[config.mk]
export PLATFORM = sky130hd
export DESIGN_NAME = ghs_front
export DESIGN_NICKNAME = d
export VERILOG_FILES = /design/src/sv/ghs_pkg.sv /design/src/sv/ghs_front.sv
export SDC_FILE = /design/constraint.sdc
export NUM_CORES = 1
export LEC_CHECK = 0
export BUFFER_PORTS_ARGS = -buffer_cell sky130_fd_sc_hd__buf_2
export CAP_MARGIN = 40
export CORE_MARGIN = 2
export CORE_UTILIZATION = 50
export DETAILED_ROUTE_END_ITERATION = 8
export GPL_ROUTABILITY_DRIVEN = 0
export PLACE_DENSITY = 0.82
export SLEW_MARGIN = 5
export SYNTH_ARGS = -nofsm -noshare
export SYNTH_HDL_FRONTEND = slang
export SYNTH_SLANG_ARGS = --single-unit
[constraint.sdc]
create_clock -name clk -period 4.35 [get_ports clk]
set_input_delay 1.305 -clock clk [delete_from_list [all_inputs] [get_ports clk]]
set_output_delay 1.305 -clock clk [all_outputs]
set_load 0.01 [all_outputs]
[src/sv/ghs_pkg.sv]
package ghs_pkg;

  localparam int COUNT_WIDTH = 24;
  localparam int NUM_BINS    = 256;
  localparam int BIN_IDX_W   = 8;
  localparam int PIX_W       = 8;
  localparam int SUM_W       = 32;
  localparam int SQ_W        = 40;
  localparam int D_W         = 62;
  localparam int DIV_W       = 80;
  localparam int DIV_STEPS   = 80;
  localparam int DIV_CNT_W   = 7;
  localparam int FQ_DEPTH    = 4;
  localparam int FQ_PTR_W    = 2;
  localparam int FQ_CNT_W    = 3;
  localparam int CFG_IDX_W   = 3;
  localparam int LIM_W       = 8;

  localparam logic [COUNT_WIDTH-1:0] COUNT_LIMIT = '1;

  localparam logic [LIM_W-1:0] DARK_RST       = 8'd85;
  localparam logic [LIM_W-1:0] MED_LIGHT_RST  = 8'd170;
  localparam logic [LIM_W-1:0] LOW_CONT_RST   = 8'd30;
  localparam logic [LIM_W-1:0] MED_CONT_RST   = 8'd70;

  localparam logic [CFG_IDX_W-1:0] CFG_DARK      = 3'd0;
  localparam logic [CFG_IDX_W-1:0] CFG_MED_LIGHT = 3'd1;
  localparam logic [CFG_IDX_W-1:0] CFG_LOW_CONT  = 3'd2;
  localparam logic [CFG_IDX_W-1:0] CFG_MED_CONT  = 3'd3;

  localparam logic KIND_STATS = 1'b0;
  localparam logic KIND_BIN   = 1'b1;

  localparam logic [1:0] CLASS_LOW  = 2'd0;
  localparam logic [1:0] CLASS_MID  = 2'd1;
  localparam logic [1:0] CLASS_HIGH = 2'd2;

  typedef enum logic [1:0] {CMD_PUSH, CMD_PUSH_LAST, CMD_READ} cmd_t;

  typedef enum logic [2:0] {B_IDLE, B_UPD, B_RD, B_MATH, B_STAT} back_state_t;

  typedef enum logic [2:0] {M_IDLE, M_MUL, M_DIV, M_SQRT, M_DONE} math_state_t;

  typedef enum logic [1:0] {DIV_MEAN, DIV_Q1, DIV_Q2} div_sel_t;

  typedef struct packed {
    logic                 operation;
    logic [PIX_W-1:0]     pixel_value;
    logic                 last_pixel;
    logic [BIN_IDX_W-1:0] bin_index;
  } in_item_t;

  typedef struct packed {
    logic                   result_kind;
    logic [15:0]            mean_q8;
    logic [14:0]            stddev_q8;
    logic [1:0]             brightness_class;
    logic [1:0]             contrast_class;
    logic [COUNT_WIDTH-1:0] frame_pixels;
    logic [COUNT_WIDTH-1:0] bin_count;
    logic                   count_overflow;
  } out_item_t;

  typedef struct packed {
    cmd_t                 cmd;
    logic [PIX_W-1:0]     pix;
    logic [BIN_IDX_W-1:0] idx;
  } fq_item_t;

  typedef struct packed {
    logic                   rd_en;
    logic                   wr_en;
    logic                   clr;
    logic [BIN_IDX_W-1:0]   addr;
    logic [COUNT_WIDTH-1:0] wdata;
  } hist_req_t;

  typedef struct packed {
    logic [COUNT_WIDTH-1:0] n;
    logic [SUM_W-1:0]       sum;
    logic [SQ_W-1:0]        sumsq;
    logic [LIM_W-1:0]       dark;
    logic [LIM_W-1:0]       med_light;
    logic [LIM_W-1:0]       low_cont;
    logic [LIM_W-1:0]       med_cont;
  } math_in_t;

  typedef struct packed {
    logic [15:0] mean;
    logic [14:0] stddev;
    logic [1:0]  bright;
    logic [1:0]  contrast;
  } math_out_t;

endpackage

[src/sv/ghs_front.sv]
module ghs_front import ghs_pkg::*; (
  input  logic     clk,
  input  logic     rst_n,
  input  logic     in_valid,
  input  in_item_t in_item,
  output logic     in_stall,
  input  logic     pop,
  output logic     head_valid,
  output fq_item_t head
);

  fq_item_t              fq_r [FQ_DEPTH];
  logic [FQ_PTR_W-1:0]   wr_ptr_r, rd_ptr_r;
  logic [FQ_CNT_W-1:0]   cnt_r;
  logic                  push;
  logic                  do_pop;
  fq_item_t              cls;

  // classify on the way in
  always_comb begin
    cls.pix = in_item.pixel_value;
    cls.idx = in_item.bin_index;
    if (in_item.operation) begin
      cls.cmd = CMD_READ;
    end else if (in_item.last_pixel) begin
      cls.cmd = CMD_PUSH_LAST;
    end else begin
      cls.cmd = CMD_PUSH;
    end
  end

  assign in_stall   = (cnt_r == FQ_CNT_W'(FQ_DEPTH));
  assign push       = in_valid && !in_stall;
  assign head_valid = (cnt_r != '0);
  assign do_pop     = pop && head_valid;
  assign head       = fq_r[rd_ptr_r];

  always_ff @(posedge clk) begin
    if (push) begin
      fq_r[wr_ptr_r] <= cls;
    end
  end

  always_ff @(posedge clk) begin
    if (!rst_n) begin
      wr_ptr_r <= '0;
      rd_ptr_r <= '0;
      cnt_r    <= '0;
    end else begin
      if (push) wr_ptr_r <= wr_ptr_r + 1'b1;
      if (do_pop) rd_ptr_r <= rd_ptr_r + 1'b1;
      cnt_r <= cnt_r + FQ_CNT_W'(push) - FQ_CNT_W'(do_pop);
    end
  end

endmodule

== Yosys cells after proc, flatten, opt, wreduce, memory -nomap -nowiden ==
Memories as Yosys holds them, arrays and structs flattened. A register that Yosys moved wholly into a read port is not among the register bits.
Cells that the tools add are included.
Word-level totals
  register bits: 7
  bits in writable memories: 72
  input port bits: 22
  logic and storage cells: 19
  memories kept: 1
Memories
  fq_r: words 4, bits a word 18, read ports 1, clocked after Yosys merged registers in 1, write ports 1, line ghs_front.sv:12  | fq_item_t fq_r [FQ_DEPTH];
Cells by class
  add/subtract/negate cells: 4
  eq/ne operators: 1
  muxes and demuxes: 6
  reductions and logical operators: 4
Operator list (number)
  $mux 2: 3
  $add 2x1->2 const B: 2
  $add 3x1->3: 1
  $eq 3x3->1 const B: 1
  $mux 1: 3
  $reduce_bool 3->1: 1
  $sub 3x1->3: 1
  $logic_and 1x1->1: 2
  $logic_not 1->1: 1

== Longest topological paths before layout ==
  word-level depth: 5
  gate-level depth with buffers: 12
  depth with buffers taken out: 11

== Least setup slack after synthesis ==
No wires, ideal clock.
  kind: input to register
  start: input in_valid
  end: register cnt_r[2]
  setup time: 0.115 ns
  arrival: 2.852 ns
  data required time: 4.235 ns
  slack: 1.383 ns
  cell stages on the path: 11
  buffers on the path: 1
  cells stage by stage: nor2b_1 > buf_6 > inv_1 > ha_1 > inv_1 > ha_1 > inv_1 > fa_1 > xnor2_1 > xnor2_1 > and2_1
On the way
  word-level cells in the longest chain between the ends: 3
Ends and longest elaborated chain
  start: declaration: line ghs_front.sv:4  | input logic in_valid,
  $logic_and 1x1->1: line ghs_front.sv:33  | assign push = in_valid && !in_stall;
  $add 3x1->3: line ghs_front.sv:52  | cnt_r <= cnt_r + FQ_CNT_W'(push) - FQ_CNT_W'(do_pop);
  $sub 3x1->3: line ghs_front.sv:52
  end signal: assignment: line ghs_front.sv:52
  end: declaration: line ghs_front.sv:14  | logic [FQ_CNT_W-1:0] cnt_r;
No other way between the ends.
A chain may end at the register's enable or synchronous reset.

==> impl_metrics.py <==
metrics = {
    "outcome": {
        "status": "finished, final reports clean",
    },
    "cts": {
        "cts_tree": "yes",
        "ctsResizeCount": 0,
        "clk_latency_ps": 340,
        "cts_buffer_depth": 2,
        "clk_pin_slew_ps": 70,
        "htree_levels": 3,
        "root_buffer": "clkbuf_8",
        "cts_made_buffers": 9,
        "post-cts-setup-buffer-count": 0,
        "cts.hold.buffers_added": 0,
        "cts_num_sinks": 81,
    },
    "timing": {
        "skew_ps": 5.50,
        "slew-limit-headroom": 0.430,
        "final_max_slew_viol_count": 0,
        "max_freq_ghz": 0.322,
        "worst_pin_slew_ps": 854,
        "setup_viol": 0,
        "hold_violations": 0,
        "fin_tns_setup_ps": 0,
        "fin_crit_ps": 3110,
        "rsz0062_at_grt": "no",
        "fin_crit_sh": 0.715,
    },
    "final_layout": {
        "multi_input_area_um2": 719,
        "areaGrowthSynthToFinish_pct": 15.6,
        "fin_cells": 273,
        "mostFrequentLayoutCells": "edfxtp_1 (72), buf_2 (41), mux4_2 (10)",
        "ff_latch_area_mm2": 0.00234,
        "nets": 223,
        "diodes": 0,
        "fillers": 423,
        "final_common_cell": "edfxtp_1",
        "drive_gt1_frac": 0.359,
    },
    "synth": {
        "yosysTopAreaCell": "edfxtp_1",
        "synthTopCellsByArea": "edfxtp_1 (69%), mux4_2 (7.2%), mux4_1 (6.7%)",
        "syn_nets": 172,
        "ys_types": 20,
        "ys_seq_elements": 81,
        "ys_seq_area_frac": 0.747,
        "syn_inst": 143,
        "yosys_warnings": 0,
        "syn_area_mm2": 0.00314,
        "synth_top_area_frac": 0.689,
        "synth.avg_cell_area_um2": 21.9,
    },
    "setup_path": {
        "critPathTopFamily": "flip-flops",
        "crit_path_start_kind": "flop",
        "r2r_cells": 11,
        "path_class": "flop to output port",
        "crit_required_ps": 3040,
        "slowest_stage": "dfxtp_1",
        "worstPathArrival_ps": 1800,
        "cpPeakStageDelay_ps": 880,
        "worst_setup_path_end_kind": "output port",
        "crit_path_cell_trace": "mux4_1 > buf_2",
        "regToRegStartpoint": "cnt_r[1]",
        "path_max_fanout": 18,
        "rrSetupSlack_ps": 1880,
        "r2r_end": "cnt_r[2]",
        "worstPathBufferInverterCount": 1,
    },
    "global_route": {
        "grt.overflow.total": 0,
        "track_usage": 0.152,
        "grt_pass1_vias": 1499,
        "grt_pass1_wl_mm": 7.75,
        "grt_start_max_net_pins": 19,
        "antenna_found_initial": 0,
    },
    "worst_hold_path": {
        "hp-start": "wr_ptr_r[0]",
        "worst_hold_path_type": "flop to flop",
        "worstHoldPathCells": 2,
        "holdPathEnd": "wr_ptr_r[0]",
    },
    "drt": {
        "finalWirelength_mm": 4.93,
        "vias_per_cell": 5.36,
        "wl_per_cell_um": 18.1,
        "first_pass_iters": 4,
        "route.detailed.drc": 0,
        "drtIter0Drc": 93,
        "vias": 1464,
        "antenna_left": 0,
    },
    "floorplan": {
        "dieHeight_um": 83.2,
        "io_pins": 42,
        "initial_utilization": 0.524,
        "die-area_mm2": 0.00692,
        "fp-row-count": 28,
        "coreArea_mm2": 0.00599,
        "die_w_um": 83.2,
    },
    "placement": {
        "dpl.hpwl_mm": 3.42,
        "io_buffers": 41,
        "placed_cells": 258,
    },
    "pwr": {
        "peakVddDrop_v": 0.000276,
        "powerDensity_mw_per_mm2": 546,
        "p_leak_nw": 1.27,
        "power_mw": 1.98,
    },
    "job": {
        "maxCapViolCount": 0,
    },
}
[metal layers]
| metal | up-vias | global-route usage | wire, um |
|---|---|---|---|
| li1 | 672 | - | - |
| met2 | 40 | 0.242 | 2480 |
| met5 | - | 0 | 0 |
| met1 | 741 | 0.190 | 2110 |
| met4 | 0 | 0.103 | 144 |
| met3 | 11 | 0.0298 | 196 |
[where the power goes]
group / switching [mW] / internal, mW
Sequential: 0.0551 / 0.948
Combinational: 0.230 / 0.246
Clock: 0.243 / 0.258
[cell type report]
| class | count | area share |
|---|---|---|
| clock inverters | 6 | 0.0166 |
| well taps | 75 | 0.0259 |
| flip-flops and latches | 81 | 0.646 |
| repair buffers | 46 | 0.0742 |
| clock buffers | 9 | 0.0341 |
| inverters | 5 | 0.00517 |
| multi-input cells | 51 | 0.198 |
[tightest hold or removal path, stage by stage, from the launching register on]
cell and delay [ps]:
dfxtp_1 350, nand2_1 60, mux2i_1 50
[cell usage after synthesis]
library cell	number
and2_1	7
buf_12	1
buf_2	2
buf_6	2
clkbuf_1	1
dfxtp_1	9
edfxtp_1	72
fa_1	1
ha_1	6
inv_1	5
mux2i_1	2
mux4_1	8
mux4_2	10
nand2_1	4
nor2b_1	5
nor3b_2	1
o311ai_2	1
o31a_1	1
or3_1	1
xnor2_1	4
[sequential cells by signal, indices dropped and copies added (netlist names), named ones only]
name and cells:
cnt_r 3, fq_r 72, wr_ptr_r 2, rd_ptr_r 2
[cells by family after synthesis]
group	Yosys count	share of synthesized area
fa+ha+maj	7	0.0303
buf+inv	11	0.0239
flops	81	0.747
compound gates	2	0.00798
mux	20	0.145
xor+xnor	4	0.0112
simple gates	18	0.0347
[worst max path at each step]
stage / endpoint / slack (ps) / cells after the start
3_3_place_gp: cnt_r[2] / 1110 / 11
2_1_floorplan: cnt_r[2] / 1380 / 11
5_1_grt: head[16] / 1110 / 2
3_5_place_dp: cnt_r[2] / 1030 / 11
4_1_cts: head[16] / 1190 / 2
6_report: head[16] / 1240 / 2
[metrics by stage]
stage / worst slack, ps / cell area (um2) / hold slack [ps] / utilization
floorplan: 1380 / 3140 / 468 / -
global placement: 1110 / 3390 / 487 / 0.565
detailed placement: 1030 / 3440 / 497 / 0.575
CTS: 1190 / 3630 / 507 / 0.605
global route: 1110 / 3630 / 532 / 0.605
finish: 1240 / 3630 / 507 / 0.605
Note: power is estimated with default switching activity, not from simulation.
