**config.mk**
```make
export PLATFORM = sky130hd
export DESIGN_NAME = ghs_math
export DESIGN_NICKNAME = d
export VERILOG_FILES = /design/src/sv/ghs_pkg.sv /design/src/sv/ghs_math.sv
export SDC_FILE = /design/constraint.sdc
export NUM_CORES = 2
export LEC_CHECK = 0
export ABC_AREA = 0
export ABC_CLOCK_PERIOD_IN_PS = 15200
export CAP_MARGIN = 20
export CORE_ASPECT_RATIO = 0.75
export CORE_MARGIN = 5
export CORE_UTILIZATION = 60
export CTS_CLUSTER_SIZE = 20
export DETAILED_ROUTE_END_ITERATION = 16
export DONT_BUFFER_PORTS = 1
export PLACE_DENSITY_LB_ADDON = 0.2
export RECOVER_POWER = 50
export SYNTH_ARGS = -nofsm -noshare
export SYNTH_HDL_FRONTEND = slang
export SYNTH_SLANG_ARGS = --single-unit
```
**constraint.sdc**
```tcl
create_clock -name clk -period 15.2 [get_ports clk]
set_clock_uncertainty 0.05 [all_clocks]
set_input_delay 2.28 -clock clk [delete_from_list [all_inputs] [get_ports clk]]
set_output_delay 2.28 -clock clk [all_outputs]
set_load 0.005 [all_outputs]
```
**src/sv/ghs_pkg.sv**
```systemverilog
package ghs_pkg;

  localparam int COUNT_WIDTH = 24;
  localparam int NUM_BINS    = 256;
  localparam int BIN_IDX_W   = 8;
  localparam int PIX_W       = 8;
  localparam int SUM_W       = 32;
  localparam int SQ_W        = 40;
  localparam int D_W         = 62;
  localparam int DIV_W       = 80;
  localparam int DIV_STEPS   = 80;
  localparam int DIV_CNT_W   = 7;
  localparam int FQ_DEPTH    = 4;
  localparam int FQ_PTR_W    = 2;
  localparam int FQ_CNT_W    = 3;
  localparam int CFG_IDX_W   = 3;
  localparam int LIM_W       = 8;

  localparam logic [COUNT_WIDTH-1:0] COUNT_LIMIT = '1;

  localparam logic [LIM_W-1:0] DARK_RST       = 8'd85;
  localparam logic [LIM_W-1:0] MED_LIGHT_RST  = 8'd170;
  localparam logic [LIM_W-1:0] LOW_CONT_RST   = 8'd30;
  localparam logic [LIM_W-1:0] MED_CONT_RST   = 8'd70;

  localparam logic [CFG_IDX_W-1:0] CFG_DARK      = 3'd0;
  localparam logic [CFG_IDX_W-1:0] CFG_MED_LIGHT = 3'd1;
  localparam logic [CFG_IDX_W-1:0] CFG_LOW_CONT  = 3'd2;
  localparam logic [CFG_IDX_W-1:0] CFG_MED_CONT  = 3'd3;

  localparam logic KIND_STATS = 1'b0;
  localparam logic KIND_BIN   = 1'b1;

  localparam logic [1:0] CLASS_LOW  = 2'd0;
  localparam logic [1:0] CLASS_MID  = 2'd1;
  localparam logic [1:0] CLASS_HIGH = 2'd2;

  typedef enum logic [1:0] {CMD_PUSH, CMD_PUSH_LAST, CMD_READ} cmd_t;

  typedef enum logic [2:0] {B_IDLE, B_UPD, B_RD, B_MATH, B_STAT} back_state_t;

  typedef enum logic [2:0] {M_IDLE, M_MUL, M_DIV, M_SQRT, M_DONE} math_state_t;

  typedef enum logic [1:0] {DIV_MEAN, DIV_Q1, DIV_Q2} div_sel_t;

  typedef struct packed {
    logic                 operation;
    logic [PIX_W-1:0]     pixel_value;
    logic                 last_pixel;
    logic [BIN_IDX_W-1:0] bin_index;
  } in_item_t;

  typedef struct packed {
    logic                   result_kind;
    logic [15:0]            mean_q8;
    logic [14:0]            stddev_q8;
    logic [1:0]             brightness_class;
    logic [1:0]             contrast_class;
    logic [COUNT_WIDTH-1:0] frame_pixels;
    logic [COUNT_WIDTH-1:0] bin_count;
    logic                   count_overflow;
  } out_item_t;

  typedef struct packed {
    cmd_t                 cmd;
    logic [PIX_W-1:0]     pix;
    logic [BIN_IDX_W-1:0] idx;
  } fq_item_t;

  typedef struct packed {
    logic                   rd_en;
    logic                   wr_en;
    logic                   clr;
    logic [BIN_IDX_W-1:0]   addr;
    logic [COUNT_WIDTH-1:0] wdata;
  } hist_req_t;

  typedef struct packed {
    logic [COUNT_WIDTH-1:0] n;
    logic [SUM_W-1:0]       sum;
    logic [SQ_W-1:0]        sumsq;
    logic [LIM_W-1:0]       dark;
    logic [LIM_W-1:0]       med_light;
    logic [LIM_W-1:0]       low_cont;
    logic [LIM_W-1:0]       med_cont;
  } math_in_t;

  typedef struct packed {
    logic [15:0] mean;
    logic [14:0] stddev;
    logic [1:0]  bright;
    logic [1:0]  contrast;
  } math_out_t;

endpackage

```
**src/sv/ghs_math.sv**
```systemverilog
module ghs_math import ghs_pkg::*; (
  input  logic      clk,
  input  logic      rst_n,
  input  logic      start,
  input  math_in_t  args,
  output logic      busy,
  output logic      done,
  output math_out_t res
);

  math_state_t state_r, state_nxt;

  math_in_t               a_r;
  logic [2:0]             step_r;
  logic [63:0]            prod_r, acc_r;
  logic [D_W-1:0]         d_r;
  logic                   lt_dark_r;
  logic [1:0]             bright_r, contrast_r;
  div_sel_t               sel_r;
  logic [DIV_CNT_W-1:0]   cnt_r;
  logic [COUNT_WIDTH-1:0] rem_r;
  logic [DIV_W-1:0]       q_r;
  logic [15:0]            mean_r;
  logic [31:0]            x_r, r_r, b_r;

  logic [31:0]            mul_a, mul_b;
  logic [63:0]            mul_p;
  logic [COUNT_WIDTH:0]   t;
  logic                   ge;
  logic [COUNT_WIDTH-1:0] rem_nxt;
  logic [DIV_W-1:0]       q_nxt;
  logic                   div_last;
  logic [31:0]            rb;
  logic [15:0]            low2, med2, var_int;
  logic                   mul_last, sqrt_last;

  // shared multiplier operands per step
  always_comb begin
    case (step_r)
      3'd0: begin mul_a = 32'(a_r.n); mul_b = a_r.sumsq[31:0]; end
      3'd1: begin mul_a = 32'(a_r.n); mul_b = 32'(a_r.sumsq[SQ_W-1:32]); end
      3'd2: begin mul_a = a_r.sum; mul_b = a_r.sum; end
      3'd3: begin mul_a = 32'(a_r.n); mul_b = 32'(a_r.dark); end
      3'd4: begin mul_a = 32'(a_r.n); mul_b = 32'(a_r.med_light); end
      default: begin mul_a = '0; mul_b = '0; end
    endcase
  end
  assign mul_p = mul_a * mul_b;

  // restoring divide step, divisor n
  assign t        = {rem_r, q_r[DIV_W-1]};
  assign ge       = (t >= {1'b0, a_r.n});
  assign rem_nxt  = ge ? COUNT_WIDTH'(t - {1'b0, a_r.n}) : t[COUNT_WIDTH-1:0];
  assign q_nxt    = {q_r[DIV_W-2:0], ge};
  assign div_last = (cnt_r == DIV_CNT_W'(DIV_STEPS - 1));

  assign rb        = r_r + b_r;
  assign low2      = 16'(a_r.low_cont) * 16'(a_r.low_cont);
  assign med2      = 16'(a_r.med_cont) * 16'(a_r.med_cont);
  assign var_int   = {1'b0, q_nxt[30:16]};
  assign mul_last  = (step_r == 3'd5);
  assign sqrt_last = (b_r == 32'd1);

  always_comb begin
    state_nxt = state_r;
    case (state_r)
      M_IDLE: if (start) state_nxt = M_MUL;
      M_MUL:  if (mul_last) state_nxt = M_DIV;
      M_DIV:  if (div_last && sel_r == DIV_Q2) state_nxt = M_SQRT;
      M_SQRT: if (sqrt_last) state_nxt = M_DONE;
      M_DONE: state_nxt = M_IDLE;
      default: state_nxt = M_IDLE;
    endcase
  end

  always_comb begin
    busy          = (state_r != M_IDLE);
    done          = (state_r == M_DONE);
    res.mean      = mean_r;
    res.stddev    = r_r[14:0];
    res.bright    = bright_r;
    res.contrast  = contrast_r;
  end

  always_ff @(posedge clk) begin
    if (!rst_n) begin
      state_r <= M_IDLE;
    end else begin
      state_r <= state_nxt;
    end
  end

  always_ff @(posedge clk) begin
    case (state_r)
      M_IDLE: begin
        if (start) begin
          a_r    <= args;
          step_r <= '0;
        end
      end
      M_MUL: begin
        prod_r <= mul_p;
        step_r <= step_r + 1'b1;
        case (step_r)
          3'd1: acc_r <= prod_r;
          3'd2: acc_r <= acc_r + {prod_r[31:0], 32'b0};
          3'd3: d_r <= D_W'(acc_r - prod_r);
          3'd4: lt_dark_r <= (a_r.sum < prod_r[31:0]);
          3'd5: begin
            if (lt_dark_r) bright_r <= CLASS_LOW;
            else if (a_r.sum < prod_r[31:0]) bright_r <= CLASS_MID;
            else bright_r <= CLASS_HIGH;
            sel_r <= DIV_MEAN;
            cnt_r <= '0;
            rem_r <= '0;
            q_r   <= DIV_W'({a_r.sum, 8'b0});
          end
          default: ;
        endcase
      end
      M_DIV: begin
        if (!div_last) begin
          cnt_r <= cnt_r + 1'b1;
          rem_r <= rem_nxt;
          q_r   <= q_nxt;
        end else begin
          cnt_r <= '0;
          rem_r <= '0;
          case (sel_r)
            DIV_MEAN: begin
              mean_r <= q_nxt[15:0];
              q_r    <= DIV_W'({d_r, 16'b0});
              sel_r  <= DIV_Q1;
            end
            DIV_Q1: begin
              q_r   <= q_nxt;
              sel_r <= DIV_Q2;
            end
            default: begin
              // variance floor against squared limits
              if (var_int < low2) contrast_r <= CLASS_LOW;
              else if (var_int < med2) contrast_r <= CLASS_MID;
              else contrast_r <= CLASS_HIGH;
              x_r <= {1'b0, q_nxt[30:0]};
              r_r <= '0;
              b_r <= 32'h4000_0000;
            end
          endcase
        end
      end
      M_SQRT: begin
        if (x_r >= rb) begin
          x_r <= x_r - rb;
          r_r <= {1'b0, r_r[31:1]} + b_r;
        end else begin
          r_r <= {1'b0, r_r[31:1]};
        end
        b_r <= {2'b0, b_r[31:2]};
      end
      default: ;
    endcase
  end

endmodule

```
Word level (Yosys, flattened, before mapping)
Cells that the tools add are included.
{ "word_totals": {"memories": 0, "rom_bits": 0, "inputBits": 131, "word_cells": 125, "mem_bits_rw": 0, "latchBits": 0, "ff_bits": 554} }
{ "op_classes": {"n_reduce_logical": 25, "eq_ne": 22, "n_mux": 38, "div_mod_pow": 0, "order_cmp": 5, "add_sub_neg": 8, "bitwise_logic": 1, "shift": 0, "n_mul": 3} }
{ "op_table": {"columns": ["cell", "n"], "rows": [
  ["$pmux W80 S2", 2],
  ["$mux W32", 8],
  ["$pmux W32 S2", 4],
  ["$mux W80", 2],
  ["$pmux W32 S5", 1],
  ["$pmux W64 S2", 1],
  ["$mux W24", 3],
  ["$add A64 B64 Y64", 1],
  ["$mul A32 B32 Y64", 1],
  ["$sub A62 B62 Y62", 1],
  ["$pmux W24 S2", 1],
  ["$add A31 B32 Y32", 1],
  ["$add A32 B32 Y32", 1],
  ["$eq A32 B1 Y1 const B", 1],
  ["$ge A32 B32 Y1", 1],
  ["$lt A15 B16 Y1", 2],
  ["$lt A32 B32 Y1", 1],
  ["$mul A8 B8 Y16", 2],
  ["$sub A32 B32 Y32", 1],
  ["$ge A25 B24 Y1", 1],
  ["$sub A24 B24 Y24", 1],
  ["$mux W3", 5],
  ["$mux W7", 2],
  ["$ne A2 B2 Y1 const B", 7],
  ["26 further kinds", 51]
]} }

Longest topological paths before layout
{ "logic_depth": {"ltp_word": 5, "ltp_mapped": 38} }

Least setup slack after synthesis
Ideal clock, no wire load.
{ "synth_path": {"kind": "register to register", "startpoint": "reg step_r[0]", "endpoint": "reg prod_r[55], data pin", "setup_slack_ns": 6.131, "t_arrival_ns": 8.755, "path_stages_with_launch": 36, "path_buffers": 6, "t_required_ns": 14.886, "cell_sequence": "edfxtp_1 > inv_1 > ha_1 > nor2b_1 > clkbuf_1 > clkbuf_1 > clkbuf_1 > a22o_1 > clkbuf_1 > clkbuf_1 > nand2_1 > fa_1 > inv_1 > fa_1 > fa_1 > inv_1 > fa_1 > inv_1 > fa_1 > fa_1 > fa_1 > inv_1 > fa_1 > inv_1 > ha_1 > clkbuf_1 > a21o_1 > a211o_1 > o2bb2ai_1 > o211ai_1 > a21oi_1 > or3_1 > a21boi_1 > nor4_1 > or2_2 > xor2_1"} }
{ "synth_between": {"elab_chain_len": 4, "elab_cells_between_ends": 9, "classes_between": "mul (1); eq/ne (4); mux (2); reduce/logical (2)"} }
{ "synth_lines": {"columns": ["item", "line", "source"], "rows": [
  ["start: declaration", "ghs_math.sv:14", "logic [2:0] step_r;"],
  ["start signal: assignment", "ghs_math.sv:103", "step_r <= step_r + 1'b1;"],
  ["$eq A3 B3 Y1, or another cell as far along", "ghs_math.sv:39", "case (step_r)"],
  ["$reduce_or A4 Y1 (no source line)", null, null],
  ["$pmux W32 S2", "ghs_math.sv:39", null],
  ["$mul A32 B32 Y64 (*)", "ghs_math.sv:48", "assign mul_p = mul_a * mul_b;"],
  ["named net mul_p[55]", "ghs_math.sv:27", "logic [63:0] mul_p;"],
  ["end signal: assignment", "ghs_math.sv:102", "prod_r <= mul_p;"],
  ["end: declaration", "ghs_math.sv:15", "logic [63:0] prod_r, acc_r;"]
]} }
The timed path passes the listed nets; every way through them passes the cells marked *.
A chain may end at the register's enable or synchronous reset.

Worst setup path after layout
{ "layout_path": {"startpoint": "reg step_r[0]", "endpoint": "reg prod_r[59], data pin"} }
Same word-level chain as after synthesis.

==> metrics.md <==
| Metric | Value |
|---|---|
| DRC errors left | 0 |
| Max clock buf depth | 3 |
| Worst path arrival time | between 10 and 15 ns |
| Final GP Congestion | 1.019 |
| Clock-pin slew on the worst setup and hold paths | 0.07 ns |
| Mapped cell area | 0.06532 mm2 |
| Syn Nets | 8461 |
| Vias in the first global route | 49680 |
| Critical path class | reg2reg |
| Htree depth | 2 |
| Top cells by area, synth | fa_1 (29%), edfxtp_1 (24%), ha_1 (11%) |
| ANT nets after route | 0 |
| DR vias | 50160 |
| Slowest-stage cell, CP | nor2b_1 |
| Hold Crit Start | q_r[6] |
| Initial antenna violation count | 14 |
| Most Frequent Cell on Critical Path | fa_1 |
| Worst Path Required | 15.55 ns |
| XOR/XNOR share of the synthesized area | 0.03781 |
| Largest net degree at the start of global routing | 92 |
| DRT Wirelength | 207200 um |
| # port buffers | 0 |
| DR pass1 iterations | 7 |
| NumNets Final | 8321 |
| Die Wd | 391.0 um |
| Final period util | 0.8274 |
| Asr flop ratio synth | 0 |
| Die height | 295.7 um |
| Post-synth top cells | inv_1 (1133), fa_1 (949), nor2_1 (821), nand2_1 (813), ha_1 (551) |
| Synth Area in Compound Gates | 0.1022 |
| Failing checks | max-capacitance violations, max-slew violations |
| Std cell rows | 104 |
| Syn-to-layout area delta | 5.346% |
| Combinational family with the most area after synthesis | adder cells |
| Yosys top cell by area | fa_1 |
| Post-synth EDFFs | 531 |
| Final setup viols | 0 |
| Core area | 0.1077 mm2 |
| Hold path cells | 0 |
| Post-DR vias/cell | 6.135 |
| GRT Total Usage | 0.3616 |
| Main synth FF type | edfxtp_1 |
| Slew @ Worst Pin | 3.918 ns |
| CTS resizes | 0 |
| Crit Reg-Reg Startpoint | step_r[0] |
| First-pass GRT wire length | 312300 um |
| I/O pins | 168 |
| Sink Count | about 530 |
| CP startpoint kind | flip-flop |
| CTS buffer count | 57 |
| Cts hold-fix bufs | 0 |
| Root Buffer | clkbuf_16 |
| Worst skew pair latency | between 0.6 and 0.7 ns |
| Final hold violation count | 0 |
| Status | complete, but fails checks |
| CP startpoint | step_r[0] |
| Fraction of synthesized cell area taken by the top area cell type | 0.2909 |
| Post-CTS Setup Repair Bufs | 0 |
| Max Slew Vio Count | 512 |
| DP HPWL | 161100 um |
| Netlist cell types | 87 |
| Maxcap violations | 12 |
| Yosys reg bits | around 530 |
| Simple-gate portion of the synthesized area | 0.1317 |
| Setup crit end kind | flip-flop |
| Avg Inst Size Synth | approximately 9.6 um2 |
| Worst Hold Class | reg2reg |
| Yosys warns | 0 |
| Maximum clock rate | 79.51 MHz |
| Grt ovf | 0 |
| DIE AREA | roughly 0.12 mm2 |
| Post-synthesis adder-cell area fraction | 0.3964 |
| Relative slew slack | -1.612 |
| Starting Density | 0.6062 |
| Worst-path maximum fanout | 58 |
| Fin crit period | ~13 ns |
| RSZ-0062 raised after global routing | false |
| Leading cell type by number of instances after synthesis | inv_1 |
| Worst path max stage delay | between 1 and 1.5 ns |
| DRT iter0 DRCs | 5850 |
| Post-synthesis cell count | 6830 |
| Ratio of cells with drive above 1 in the final layout | 0.03593 |
| Reg2reg path depth | 32 |
| CTS tree | yes |
| Setup TNS | 0 ns |
| Sequential area share after synthesis | 0.2450 |
| FILL cells | 8930 |
| Post-synthesis mux area share | 0.003256 |
| DR WL/cell | 25.35 um |
[sequential cells by signal (all words and copies together), names as in the netlist]
name and flops:
r_r 32, contrast_r 2, q_r 80, step_r 3
acc_r 62, x_r 32, mean_r 16, d_r 62
sel_r 2, prod_r 62, b_r 16, lt_dark_r 1
bright_r 2, state_r 3, cnt_r 7, a_r 128
rem_r 24
[layout by cell type (no fill, tap or decap), types with 34 or more instances in the layout]
cell	instances
nor2_1	818
o21ai_0	186
fa_1	949
a211oi_1	34
xor2_1	125
nor2b_1	52
nand2b_1	54
xnor2_1	157
o21a_1	36
edfxtp_1	531
o21bai_1	44
a22oi_1	40
a31oi_1	67
a21oi_1	293
and2_1	56
nand4_1	35
clkbuf_16	57
buf_4	85
nand3_1	42
a22o_1	48
inv_1	1133
nand2_1	811
a21o_1	140
ha_1	551
[area by class of cell]
class / count / area [um2] / share of cell area
multi-input combinational: 4862 / 44000 / 0.6394
sequential: 534 / 16010 / 0.2326
inverter: 1137 / 4268 / 0.06202
tap: 1431 / 1790 / 0.02602
clock buffer: 64 / 1453 / 0.02111
timing repair buffer: 98 / 710.7 / 0.01033
clock inverter: 40 / 561.8 / 0.008164
antenna: 9 / 22.52 / 0.0003273
[layer usage]
metal,global-route usage,part of all wire,vias to the layer above
met5,0,0.00036,-
met4,0.1258,0.043,6
met3,0.1294,0.16,466
met2,0.4966,0.39,3205
met1,0.5326,0.41,24750
li1,-,-,21730
[final timing paths]
| kind | endpoint | slack, ns |
|---|---|---|
| worst max-delay path | prod_r[59] | 2.62 |
| worst min-delay path | mean_r[7] | 0.43 |
| worst max register to register | prod_r[59] | 2.62 |
| worst min register to register | mean_r[7] | 0.43 |
[per-stage QoR]
stage          area [um2]  worst slack, ns  instances  hold slack [ns]  utilization
3_3_place_gp        66830            4.041       8061           0.4173       0.6203
6_report            68810            2.623       8175           0.4336       0.6386
4_1_cts             68840            3.833       8165           0.4290       0.6390
2_1_floorplan       65320            6.131       6830           0.3909            -
3_5_place_dp        66830            3.896       8061           0.4237       0.6203
5_1_grt             68800            2.092       8170           0.4591       0.6385
[worst max-delay path: cells and delay by family (launching register included)]
| kind | cells | cell delay, ns |
|---|---|---|
| compound gates | 9 | 2.97 |
| flops | 1 | 0.51 |
| buf+inv | 8 | 1.90 |
| simple gates | 4 | 2.21 |
| xor+xnor | 1 | 0.14 |
| fa+ha+maj | 10 | 4.43 |
[kinds of logic after synthesis]
logic type                 count (synthesis)
DFF                                      534
adders and majority gates               1500
AOI/OAI and AO/OA                       1028
and+or+nand+nor                         2031
buffers and inverters                   1434
xor gates and xnor gates                 282
muxes                                     21
Power is not shown: default switching activity piles up to over one toggle a cycle in this logic, so the estimate is an artifact.
